[config.mk]
export PLATFORM = sky130hd
export DESIGN_NAME = bdal_cell
export DESIGN_NICKNAME = d
export VERILOG_FILES = /design/src/rtl/bdal_pkg.sv /design/src/rtl/bdal_cell.sv
export SDC_FILE = /design/constraint.sdc
export NUM_CORES = 1
export LEC_CHECK = 0
export BUFFER_PORTS_ARGS = -buffer_cell sky130_fd_sc_hd__buf_2
export CAP_MARGIN = 30
export CORE_AREA = 5 5 77 97
export DETAILED_ROUTE_END_ITERATION = 16
export DIE_AREA = 0 0 82 102
export MAX_ROUTING_LAYER = met4
export PLACE_DENSITY = 0.78
export SYNTH_ARGS = -nofsm -noshare
export SYNTH_HDL_FRONTEND = slang
export SYNTH_SLANG_ARGS = --single-unit
[constraint.sdc]
create_clock -name clk -period 3 [get_ports clk]
set_input_delay 0.3 -clock clk [delete_from_list [all_inputs] [get_ports clk]]
set_output_delay 0.3 -clock clk [all_outputs]
set_load 0.05 [all_outputs]
[src/rtl/bdal_pkg.sv]
// Shared types and constants for the bounded deque array list.
// Used by bdal_cell, bdal_ctrl and the top level bounded_deque_array_list.
package bdal_pkg;

  localparam int CAPACITY_DEF = 256;
  localparam int OUT_CNT_W    = 9;
  localparam int COORD_W      = 8;

  typedef struct packed {
    logic [COORD_W-1:0] x;
    logic [COORD_W-1:0] y;
    logic [COORD_W-1:0] sym;
  } entry_t;

  localparam entry_t DEF_ENTRY = '{x: 8'd0, y: 8'd0, sym: 8'd32};

  typedef enum logic [2:0] {
    REQ_INS_HEAD = 3'd0,
    REQ_INS_TAIL = 3'd1,
    REQ_REM_HEAD = 3'd2,
    REQ_REM_TAIL = 3'd3,
    REQ_RD_IDX   = 3'd4,
    REQ_RD_HEAD  = 3'd5,
    REQ_RD_TAIL  = 3'd6
  } req_t;

  typedef enum logic [1:0] {
    ST_OK    = 2'd0,
    ST_FULL  = 2'd1,
    ST_EMPTY = 2'd2,
    ST_RANGE = 2'd3
  } status_t;

  // Operation broadcast to every cell in the chain
  typedef enum logic [2:0] {
    OP_HOLD,
    OP_SHR,      // move one place toward tail
    OP_SHL,      // move one place toward head
    OP_WR_TAIL,  // the addressed cell takes the new entry
    OP_COPY,     // snapshot entries into the read chain
    OP_SCAN      // read chain moves one place toward head
  } cell_op_t;

  typedef struct packed {
    cell_op_t op;
    entry_t   new_entry;
  } cell_ctl_t;

endpackage

[src/rtl/bdal_cell.sv]
// One storage cell of the deque chain: a stored entry plus a read-chain stage.
// Depends on bdal_pkg for entry and control types.
module bdal_cell import bdal_pkg::*; #(
  parameter int IDX_W = 8,
  parameter int POS   = 0
) (
  input  logic             clk,
  input  cell_ctl_t        ctl,
  input  logic [IDX_W-1:0] tail_idx,
  input  entry_t           left_entry,   // neighbor toward head (new entry at cell 0)
  input  entry_t           right_entry,  // neighbor toward tail
  input  entry_t           right_shadow,
  output entry_t           entry,
  output entry_t           shadow
);

  localparam logic [IDX_W-1:0] MY_POS = IDX_W'(POS);

  entry_t entry_r, entry_nxt;
  entry_t shadow_r, shadow_nxt;

  always_comb begin
    entry_nxt  = entry_r;
    shadow_nxt = shadow_r;
    case (ctl.op)
      OP_SHR:     entry_nxt = left_entry;
      OP_SHL:     entry_nxt = right_entry;
      OP_WR_TAIL: begin
        if (tail_idx == MY_POS) entry_nxt = ctl.new_entry;
      end
      OP_COPY:    shadow_nxt = entry_r;
      OP_SCAN:    shadow_nxt = right_shadow;
      default:    ;
    endcase
  end

  always_ff @(posedge clk) begin
    entry_r  <= entry_nxt;
    shadow_r <= shadow_nxt;
  end

  assign entry  = entry_r;
  assign shadow = shadow_r;

endmodule

==> impl_summary.txt <==
----------------------------------------------------
[Floorplanning]
  Core ar. ... 6440 sq um
  Die span in x ... 82 um
  Starting Density ... 36.7%
  Die area ... 8360 sq um
  Vert. Die Dim ... 102 um
  Total I/O pin count ... 156
  Number of placement rows ... 33

[Route]
  Routed via count divided by cell count ... 4.49
  Initial detailed-routing violation count ... 59
  Final ANT Viol Nets ... 0
  Average routed wire per standard cell ... 15.0 um
  TritonRoute pass-1 iters ... 5
  Drt total wl ... 6070 um
  Detailed-route DRC error count ... 0
  Via count ... 1,821

[Timing]
  Hold Fails Final Rpt ... 0
  Peak clock frequency supported by timing ... 641 MHz
  Period utilisation layout ... 52.0%
  Setup repair after global routing missed its margin ... false
  Clock period minus worst slack ... 1560 ps
  Final max-slew violation count ... 0
  Worst slew margin relative to its limit ... 61.0%
  Total setup violations reported at the end of the flow ... 0
  Measured slew at the worst slew-check pin ... 586 ps
  Total negative slack ... 0 ps
  Largest clock skew in the final design ... 2.37 ps

[Outcome]
  Run status ... finished clean

[Yosys]
  Post-synth net total ... 271
  Number of register bits inferred by synthesis ... 48
  Unique masters post-synth ... 18
  Post-synthesis instance total ... 163
  Cell area after synthesis ... 2370 sq um
  Sequential-to-total area share from yosys stat ... 60.9%
  Number of warnings issued by yosys ... 0
  Post-synthesis area per instance ... 14.5 sq um

[Clock network]
  Hold_buf cts ... 0
  Clock network latency to the later pin of the worst-skew pair ... 280 ps
  Largest buffer count on any clock path ... 2
  Post-CTS Resized ... 0
  Number of H-tree levels ... 2
  Master cell of the clock root buffer ... sky130_fd_sc_hd__clkbuf_8
  Clock-pin slew on the worst setup and hold paths ... 70 ps
  CTS buffer count ... 5
  TritonCTS clock tree ... done
  Post-CTS Setup Bufs ... 0
  Number of clock sinks seen by CTS ... 48

[Cells and area]
  Number of nets in the finished design ... 427
  Fin cells ... 406
  Most used cells in the layout excluding fill and tap cells ... sky130_fd_sc_hd__buf_2 (155), sky130_fd_sc_hd__edfxtp_1 (48), sky130_fd_sc_hd__nand2_1 (25)
  Fillers ... 579
  Most common cell after layout, fill and taps aside ... sky130_fd_sc_hd__buf_2
  Number of antenna repair diodes ... 0
  Share of final-layout standard cells stronger than drive strength 1 ... 59.9%
  Area Overhead vs Synth ... 39.2%

[Global route]
  Sum of overflow across all layers after global routing ... 0
  Initial antenna violation count ... 0
  Wire length of the first global-routing pass ... 8940 um
  Combined global-route utilization of all metal layers ... 14.9%
  Largest net degree at the start of global routing ... 29
  Number of global-route vias before repair ... 1,850

[Setup path]
  Type of the worst setup path ... in2reg
  Highest fanout seen on the critical path ... 24
  CP Data Arrival Time ... 1530 ps
  CP endpoint kind ... flip-flop
  Worst Path Required ... 2970 ps
  Type of element launching the critical path ... primary input

[Placed design]
  Placer's final routability congestion estimate ... 0.802
  Number of buffers added on ports ... 155
  Number of cells in the design after placement ... 399
  Post-detail-place hpwl ... 5090 um

[Run]
  Max-cap violations ... 0

[Power and ir drop]
  Lkg Pwr ... 1.59 nW
  Total power divided by cell area ... 478 nW/um^2
  Max VDD drop ... 174 uV

[Min path]
  Worst hold path type ... in2reg

----------------------------------------------------
## flip-flops by register name (all words and copies together), names as in the netlist
name    flops
shadow     24
entry      24
## layer usage
layer | wire length (um) | part of all wire (%) | track usage, % | vias up
met5 | 0 | 0 | - | -
met1 | 2170 | 36 | 16.1 | 823
met4 | 123 | 2.0 | 5.75 | 0
met3 | 377 | 6.2 | 3.35 | 8
li1 | - | - | - | 917
met2 | 3400 | 56 | 26.1 | 73
## power breakdown
group / leakage, nW / total (W) / switching (W) / internal (W)
Sequential: 0.447 / 0.000824 / 0.0000234 / 0.000801
Combinational: 1.10 / 0.000411 / 0.000259 / 0.000152
Clock: 0.0391 / 0.000340 / 0.000186 / 0.000154
## critical path, cell delays in order
cell	delay, ps
sky130_fd_sc_hd__buf_2	350
sky130_fd_sc_hd__buf_4	320
sky130_fd_sc_hd__nor2_1	90
sky130_fd_sc_hd__nor3_2	150
sky130_fd_sc_hd__buf_4	310
## final cells by class
class	count	area, sq um	share of cell area (%)
clock buffer	5	68.8	2.09
timing repair buffer	159	806	24.5
multi-input combinational	105	862	26.2
sequential	48	1440	43.8
clock inverter	2	7.51	0.228
tap	87	109	3.30
## worst paths after layout
kind | slack [ps] | end | cells past startpoint | from
hold / removal | 300 | entry[0] | 3 | left_entry[0]
setup / recovery | 1440 | entry[6] | 5 | ctl[24]
hold reg to reg | 590 | shadow[22] | 1 | entry[22]
setup reg to reg | 2050 | shadow[13] | 1 | entry[13]
## cell usage after synthesis
cell,number,share of area [%]
sky130_fd_sc_hd__mux2_2,4,1.9
sky130_fd_sc_hd__buf_6,2,0.95
sky130_fd_sc_hd__nand2_4,1,0.48
sky130_fd_sc_hd__mux2i_1,24,10
sky130_fd_sc_hd__buf_4,3,0.95
sky130_fd_sc_hd__nand2_1,25,4.0
sky130_fd_sc_hd__o21ai_0,21,4.4
sky130_fd_sc_hd__nor2b_4,1,0.58
sky130_fd_sc_hd__buf_2,3,0.63
sky130_fd_sc_hd__mux2_4,20,13
sky130_fd_sc_hd__clkbuf_1,2,0.32
sky130_fd_sc_hd__o21ai_1,3,0.63
sky130_fd_sc_hd__nand2b_1,1,0.26
sky130_fd_sc_hd__nor2_1,1,0.16
sky130_fd_sc_hd__nor4_1,2,0.53
sky130_fd_sc_hd__a21oi_1,1,0.21
sky130_fd_sc_hd__nor3_1,1,0.21
sky130_fd_sc_hd__edfxtp_1,48,61
## per-stage QoR
stage | setup slack (ps) | power (W) | util [%] | instance area (sq um) | hold slack, ps
floorplan | 133 | 0.00112 | - | 2370 | 487
global placement | 1140 | 0.00125 | 50.0 | 3220 | 569
detailed placement | 1110 | 0.00126 | 50.0 | 3220 | 580
CTS | 1420 | 0.00159 | 51.1 | 3290 | 293
global route | 1340 | 0.00165 | 51.1 | 3290 | 294
finish | 1440 | 0.00158 | 51.1 | 3290 | 299
## cell families after synthesis
group,synth area share [%]
flops,60.9
compound gates,5.29
buf+inv,2.86
simple gates,6.19
mux,24.7
(Power assumes the default switching activity.)
