File: src/rtl/bdal_pkg.sv
// Shared types and constants for the bounded deque array list.
// Used by bdal_cell, bdal_ctrl and the top level bounded_deque_array_list.
package bdal_pkg;

  localparam int CAPACITY_DEF = 256;
  localparam int OUT_CNT_W    = 9;
  localparam int COORD_W      = 8;

  typedef struct packed {
    logic [COORD_W-1:0] x;
    logic [COORD_W-1:0] y;
    logic [COORD_W-1:0] sym;
  } entry_t;

  localparam entry_t DEF_ENTRY = '{x: 8'd0, y: 8'd0, sym: 8'd32};

  typedef enum logic [2:0] {
    REQ_INS_HEAD = 3'd0,
    REQ_INS_TAIL = 3'd1,
    REQ_REM_HEAD = 3'd2,
    REQ_REM_TAIL = 3'd3,
    REQ_RD_IDX   = 3'd4,
    REQ_RD_HEAD  = 3'd5,
    REQ_RD_TAIL  = 3'd6
  } req_t;

  typedef enum logic [1:0] {
    ST_OK    = 2'd0,
    ST_FULL  = 2'd1,
    ST_EMPTY = 2'd2,
    ST_RANGE = 2'd3
  } status_t;

  // Operation broadcast to every cell in the chain
  typedef enum logic [2:0] {
    OP_HOLD,
    OP_SHR,      // move one place toward tail
    OP_SHL,      // move one place toward head
    OP_WR_TAIL,  // the addressed cell takes the new entry
    OP_COPY,     // snapshot entries into the read chain
    OP_SCAN      // read chain moves one place toward head
  } cell_op_t;

  typedef struct packed {
    cell_op_t op;
    entry_t   new_entry;
  } cell_ctl_t;

endpackage

File: src/rtl/bdal_ctrl.sv
// Request decoder, entry counter, read-scan sequencer and output register.
// Depends on bdal_pkg; drives the cell chain through a cell_ctl_t broadcast.
module bdal_ctrl import bdal_pkg::*; #(
  parameter int CAPACITY = CAPACITY_DEF,
  parameter int IDX_W    = $clog2(CAPACITY)
) (
  input  logic             clk,
  input  logic             rst_n,
  input  logic             in_tvalid,
  output logic             in_tready,
  input  logic [2:0]       in_req,
  input  logic [7:0]       in_index,
  input  entry_t           in_entry,
  output logic             out_tvalid,
  input  logic             out_tready,
  output status_t          out_status,
  output entry_t           out_entry,
  output logic [OUT_CNT_W-1:0] out_count,
  output cell_ctl_t        ctl,
  output logic [IDX_W-1:0] tail_idx,
  input  entry_t           head_entry,
  input  entry_t           head_shadow
);

  localparam int CNT_W = $clog2(CAPACITY + 1);
  localparam int CMP_W = (CNT_W > 8) ? CNT_W : 8;

  typedef enum logic {S_IDLE, S_SCAN} state_t;

  state_t             state_r, state_nxt;
  logic [CNT_W-1:0]   cnt_r, cnt_nxt;
  logic [IDX_W-1:0]   scan_r, scan_nxt;
  logic               ovalid_r, ovalid_nxt;
  status_t            ostatus_r, ostatus_nxt;
  entry_t             oentry_r, oentry_nxt;
  logic [OUT_CNT_W-1:0] ocount_r, ocount_nxt;

  logic accept, full, empty, idx_bad;

  assign full      = (cnt_r == CNT_W'(CAPACITY));
  assign empty     = (cnt_r == '0);
  assign idx_bad   = (CMP_W'(in_index) >= CMP_W'(cnt_r));
  assign in_tready = (state_r == S_IDLE) && (!ovalid_r || out_tready);
  assign accept    = in_tvalid && in_tready;
  assign tail_idx  = IDX_W'(cnt_r);

  always_comb begin
    state_nxt     = state_r;
    cnt_nxt       = cnt_r;
    scan_nxt      = scan_r;
    ovalid_nxt    = ovalid_r && !out_tready;
    ostatus_nxt   = ostatus_r;
    oentry_nxt    = oentry_r;
    ocount_nxt    = ocount_r;
    ctl.op        = OP_HOLD;
    ctl.new_entry = in_entry;

    case (state_r)
      S_IDLE: begin
        if (accept) begin
          // most requests answer at once; reset that below for a scan
          ovalid_nxt  = 1'b1;
          ostatus_nxt = ST_OK;
          oentry_nxt  = DEF_ENTRY;
          case (req_t'(in_req))
            REQ_INS_HEAD: begin
              if (full) ostatus_nxt = ST_FULL;
              else begin
                ctl.op  = OP_SHR;
                cnt_nxt = cnt_r + 1'b1;
              end
            end
            REQ_INS_TAIL: begin
              if (full) ostatus_nxt = ST_FULL;
              else begin
                ctl.op  = OP_WR_TAIL;
                cnt_nxt = cnt_r + 1'b1;
              end
            end
            REQ_REM_HEAD: begin
              if (empty) ostatus_nxt = ST_EMPTY;
              else begin
                ctl.op  = OP_SHL;
                cnt_nxt = cnt_r - 1'b1;
              end
            end
            REQ_REM_TAIL: begin
              if (empty) ostatus_nxt = ST_EMPTY;
              else cnt_nxt = cnt_r - 1'b1;
            end
            REQ_RD_IDX: begin
              if (idx_bad) ostatus_nxt = ST_RANGE;
              else begin
                ctl.op     = OP_COPY;
                scan_nxt   = IDX_W'(in_index);
                state_nxt  = S_SCAN;
                ovalid_nxt = 1'b0;
              end
            end
            REQ_RD_HEAD: begin
              if (empty) ostatus_nxt = ST_EMPTY;
              else oentry_nxt = head_entry;
            end
            REQ_RD_TAIL: begin
              if (empty) ostatus_nxt = ST_EMPTY;
              else begin
                ctl.op     = OP_COPY;
                scan_nxt   = IDX_W'(cnt_r - 1'b1);
                state_nxt  = S_SCAN;
                ovalid_nxt = 1'b0;
              end
            end
            default: ;
          endcase
          ocount_nxt = OUT_CNT_W'(cnt_nxt);
        end
      end
      S_SCAN: begin
        // read chain walks toward the head until the target sits in cell 0
        if (scan_r == '0) begin
          ovalid_nxt  = 1'b1;
          ostatus_nxt = ST_OK;
          oentry_nxt  = head_shadow;
          ocount_nxt  = OUT_CNT_W'(cnt_r);
          state_nxt   = S_IDLE;
        end else begin
          ctl.op   = OP_SCAN;
          scan_nxt = scan_r - 1'b1;
        end
      end
      default: state_nxt = S_IDLE;
    endcase
  end

  always_ff @(posedge clk) begin
    if (!rst_n) begin
      state_r  <= S_IDLE;
      cnt_r    <= '0;
      scan_r   <= '0;
      ovalid_r <= 1'b0;
    end else begin
      state_r  <= state_nxt;
      cnt_r    <= cnt_nxt;
      scan_r   <= scan_nxt;
      ovalid_r <= ovalid_nxt;
    end
    ostatus_r <= ostatus_nxt;
    oentry_r  <= oentry_nxt;
    ocount_r  <= ocount_nxt;
  end

  assign out_tvalid = ovalid_r;
  assign out_status = ostatus_r;
  assign out_entry  = oentry_r;
  assign out_count  = ocount_r;

endmodule

File: config.mk
export PLATFORM = sky130hd
export DESIGN_NAME = bdal_ctrl
export DESIGN_NICKNAME = d
export VERILOG_FILES = /design/src/rtl/bdal_pkg.sv /design/src/rtl/bdal_ctrl.sv
export SDC_FILE = /design/constraint.sdc
export NUM_CORES = 1
export LEC_CHECK = 0
export ABC_AREA = 1
export BUFFER_PORTS_ARGS = -buffer_cell sky130_fd_sc_hd__clkbuf_2
export CAP_MARGIN = 5
export CORE_ASPECT_RATIO = 1.75
export CORE_MARGIN = 4
export CORE_UTILIZATION = 49
export DETAILED_ROUTE_END_ITERATION = 6
export GPL_ROUTABILITY_DRIVEN = 0
export PLACE_DENSITY = 0.82
export SLEW_MARGIN = 20
export SYNTH_ARGS = -nofsm -noshare
export SYNTH_HDL_FRONTEND = slang
export SYNTH_SLANG_ARGS = --single-unit
File: constraint.sdc
create_clock -name clk -period 2.9 [get_ports clk]
set_input_delay 0.145 -clock clk [delete_from_list [all_inputs] [get_ports clk]]
set_output_delay 0.145 -clock clk [all_outputs]
set_load 0.1 [all_outputs]
==> flow_metrics.py <==
metrics = {
    "global_route": {
        "grt-ovfl-total": 0,
        "grt_pass1_wl_mm": 15.7,
        "antenna_found_initial": 0,
        "grt_max_degree": 47,
        "grt_pass1_vias": 3392,
        "track_usage_pct": 22.2,
    },
    "flow_run": {
        "drv_cap": 0,
    },
    "logic_synthesis": {
        "yosysTopAreaCellShare_pct": 28.3,
        "netlist_area_mm2": 0.00371,
        "ys_seq_area_share_pct": 38.5,
        "synth-main-ff-cell": "edfxtp_1",
        "synth_xor_xnor_area_share_pct": 2.36,
        "synthAdderAreaFrac_pct": 4.04,
        "syn_area_per_cell_um2": 7.63,
        "synth_top_family_by_area": "simple AND/OR/NAND/NOR gates",
        "synth_area_leaders": "edfxtp_1, nand2_1, dfxtp_1",
        "synth-seq-cells": 54,
        "yosysWarningCount": 0,
        "synth_edf_count": 35,
        "synth-simple-area-share_pct": 30.2,
        "synth_cell_types": 39,
        "synthMuxAreaShare_pct": 0,
        "synthesis.nets": 586,
        "synth-compound-area-share_pct": 10.4,
        "yosysTopAreaCell": "edfxtp_1",
        "syn-instance-count": 487,
        "postSynth.asyncResetShare_pct": 0,
    },
    "clock_network": {
        "cts.sinks": 54,
        "cts_root_buffer": "clkbuf_16",
        "clock_latency_ns": 0.30,
        "h-tree-depth": 2,
        "cts_buffers": 5,
        "cts.path.max_buffers": 2,
        "clk_pin_slew_ns": 0.07,
        "cts_tree": "done",
    },
    "sta": {
        "timing.fmax_ghz": 0.376,
        "tightest_slew_ns": 0.953,
        "hold_ws_ns": 0.115,
        "min_period_over_period_pct": 91.7,
        "finalSetupViolCount": 0,
        "post-route-min-period_ns": 2.66,
        "relSlewSlack_pct": 36.4,
        "finalMaxSlewViolations": 0,
        "fin_worst_skew_ns": 0.00532,
        "timing.setup.tns_ns": 0,
        "hold_viol_final": 0,
        "rsz0062_at_grt": "no",
    },
    "critical_path": {
        "worstPathRequired_ns": 2.76,
        "startpoint": "cnt_r[4]",
        "cp_slowest_cell": "dfxtp_1",
        "crit_family": "simple AND/OR/NAND/NOR gates",
        "r2r_setup_slack_ns": 0.63,
        "crit_path_end_kind": "output port",
        "path_cells": "clkinv_1 -> ha_1 -> nand2_1 -> inv_1 -> nand2_1 -> nand2_1 -> nand2_1 -> nand4_1 -> nand2_1 -> nand2_4 -> nand2_8 -> clkbuf_4",
        "critPathMaxFanout": 8,
        "path_common_cell": "nand2_1",
        "rr_startpoint": "state_r",
        "path_buf_inv": 3,
        "crit_arrival_ns": 2.51,
        "cpPeakStageDelay_ns": 0.43,
        "cp-start-kind": "register",
        "worstSetupPathType": "register to output port",
    },
    "die": {
        "die_w_um": 73.8,
        "ios": 159,
        "core-area_mm2": 0.00728,
        "die_h_um": 123,
        "dieArea_mm2": 0.00909,
        "initial_core_util_pct": 51.0,
        "rows": 41,
    },
    "outcome": {
        "status": "complete, no violations",
    },
    "drt": {
        "drt-vias-per-instance": 5.42,
        "ant_nets": 0,
        "routedWlPerCell_um": 15.3,
        "first_pass_iters": 4,
        "wl_mm": 9.94,
        "vias": 3515,
        "drt_iter0_drc": 205,
        "drc": 0,
    },
    "finish": {
        "n_antenna_cell": 0,
        "layout.nets": 660,
        "fin_util_pct": 58.0,
        "design_area_mm2": 0.00422,
        "syn2layout_area_growth_pct": 13.7,
        "final_layout_size_suffix_gt1_share_pct": 28.3,
    },
    "pwr": {
        "leakagePower_nw": 2.07,
        "ir_worst_vdd_uv": 253,
        "power_density_mw_per_mm2": 677,
    },
    "place": {
        "hpwl_mm": 7.67,
        "port_buffers": 110,
        "postPlaceCellArea_mm2": 0.00408,
    },
    "worst_hold_path": {
        "hp-start": "head_shadow[23]",
        "hp-class": "primary input to register",
    },
}
==> kinds of logic after synthesis <==
logic type | Yosys count
AND/OR/NAND/NOR | 250
buffers and inverters | 95
AO/OA/AOI/OAI | 66
flip-flops | 54
adder cells (fa/ha/maj) | 12
XOR/XNOR | 10
==> final cells by class <==
class	instances	area, µm²
fill	654	3060
inverter	46	183
clock inverter	3	16.3
sequential	54	1430
tap	86	108
timing repair buffer	116	598
clock buffer	5	125
multi-input combinational	338	1760
==> per-layer routing <==
layer / global-route usage (%) / part of all wire, % / vias up
met5: 0 / 0 / -
li1: - / - / 1729
met3: 3.01 / 7.5 / 44
met1: 22.8 / 34 / 1580
met2: 40.9 / 53 / 162
met4: 13.7 / 4.8 / 0
==> tightest hold or removal path, stage by stage <==
cell and delay [ns]:
clkbuf_2 0.07, nand2_1 0.04, nand2_1 0.05
==> metrics by stage <==
step           worst slack [ns]  cells  power [mW]
2_1_floorplan            0.0425    487        2.21
3_3_place_gp              0.622    640        2.25
3_5_place_dp              0.501    640        2.28
4_1_cts                   0.174    648        2.86
5_1_grt                  0.0975    648        2.98
6_report                  0.242    648        2.86
==> power breakdown <==
part	internal [mW]	total, mW	switching, mW
clock network	0.316	0.586	0.270
logic	0.256	1.27	1.02
registers	0.933	1.00	0.0670
==> cell usage in the layout (no fill, tap or decap), types with 3 or more instances in the layout <==
cell type | Yosys | routed
nand2_1 | 132 | 132
xor2_1 | 10 | 10
buf_4 | 37 | 6
inv_1 | 36 | 36
ha_1 | 12 | 12
dfxtp_1 | 19 | 18
nand4_1 | 6 | 6
edfxtp_1 | 35 | 35
nand3_1 | 53 | 53
nor2_1 | 32 | 32
a21oi_1 | 20 | 19
clkbuf_16 | 0 | 5
o211ai_1 | 7 | 7
inv_2 | 6 | 6
clkbuf_2 | 0 | 109
o21ai_1 | 4 | 4
clkinv_1 | 2 | 4
o21ai_0 | 24 | 23
nor2_2 | 14 | 14
o21ai_2 | 2 | 3
nor3_1 | 4 | 4
==> Yosys cell counts, types with 3 or more instances <==
cell	number
dfxtp_1	19
edfxtp_1	35
nor2_1	32
buf_6	3
a21oi_1	20
nand3_1	53
nand2_1	132
xor2_1	10
nand4_1	6
inv_2	6
clkbuf_1	5
o211ai_1	7
ha_1	12
nor3_1	4
o21ai_0	24
nor2_2	14
o21ai_1	4
inv_1	36
buf_1	3
buf_4	37
==> path summary, 6_finish.rpt <==
check                  end  cells past startpoint
max reg2reg      scan_r[7]                      6
min reg2reg      scan_r[1]                      2
max                ctl[26]                     12
min          out_entry[23]                      3
==> timing repair <==
item	CTS	global route
endpoints found under the setup margin	0	1
resized for setup	0	2
buffers inserted	0	0
hold buffers	0	0
==> sequential cells by signal, indices dropped and copies added, names as in the netlist <==
register	flops
cnt_r	9
out_count	9
out_entry	24
out_status	2
out_tvalid	1
scan_r	8
state_r	1
Note: power is estimated with default switching activity, not from simulation.
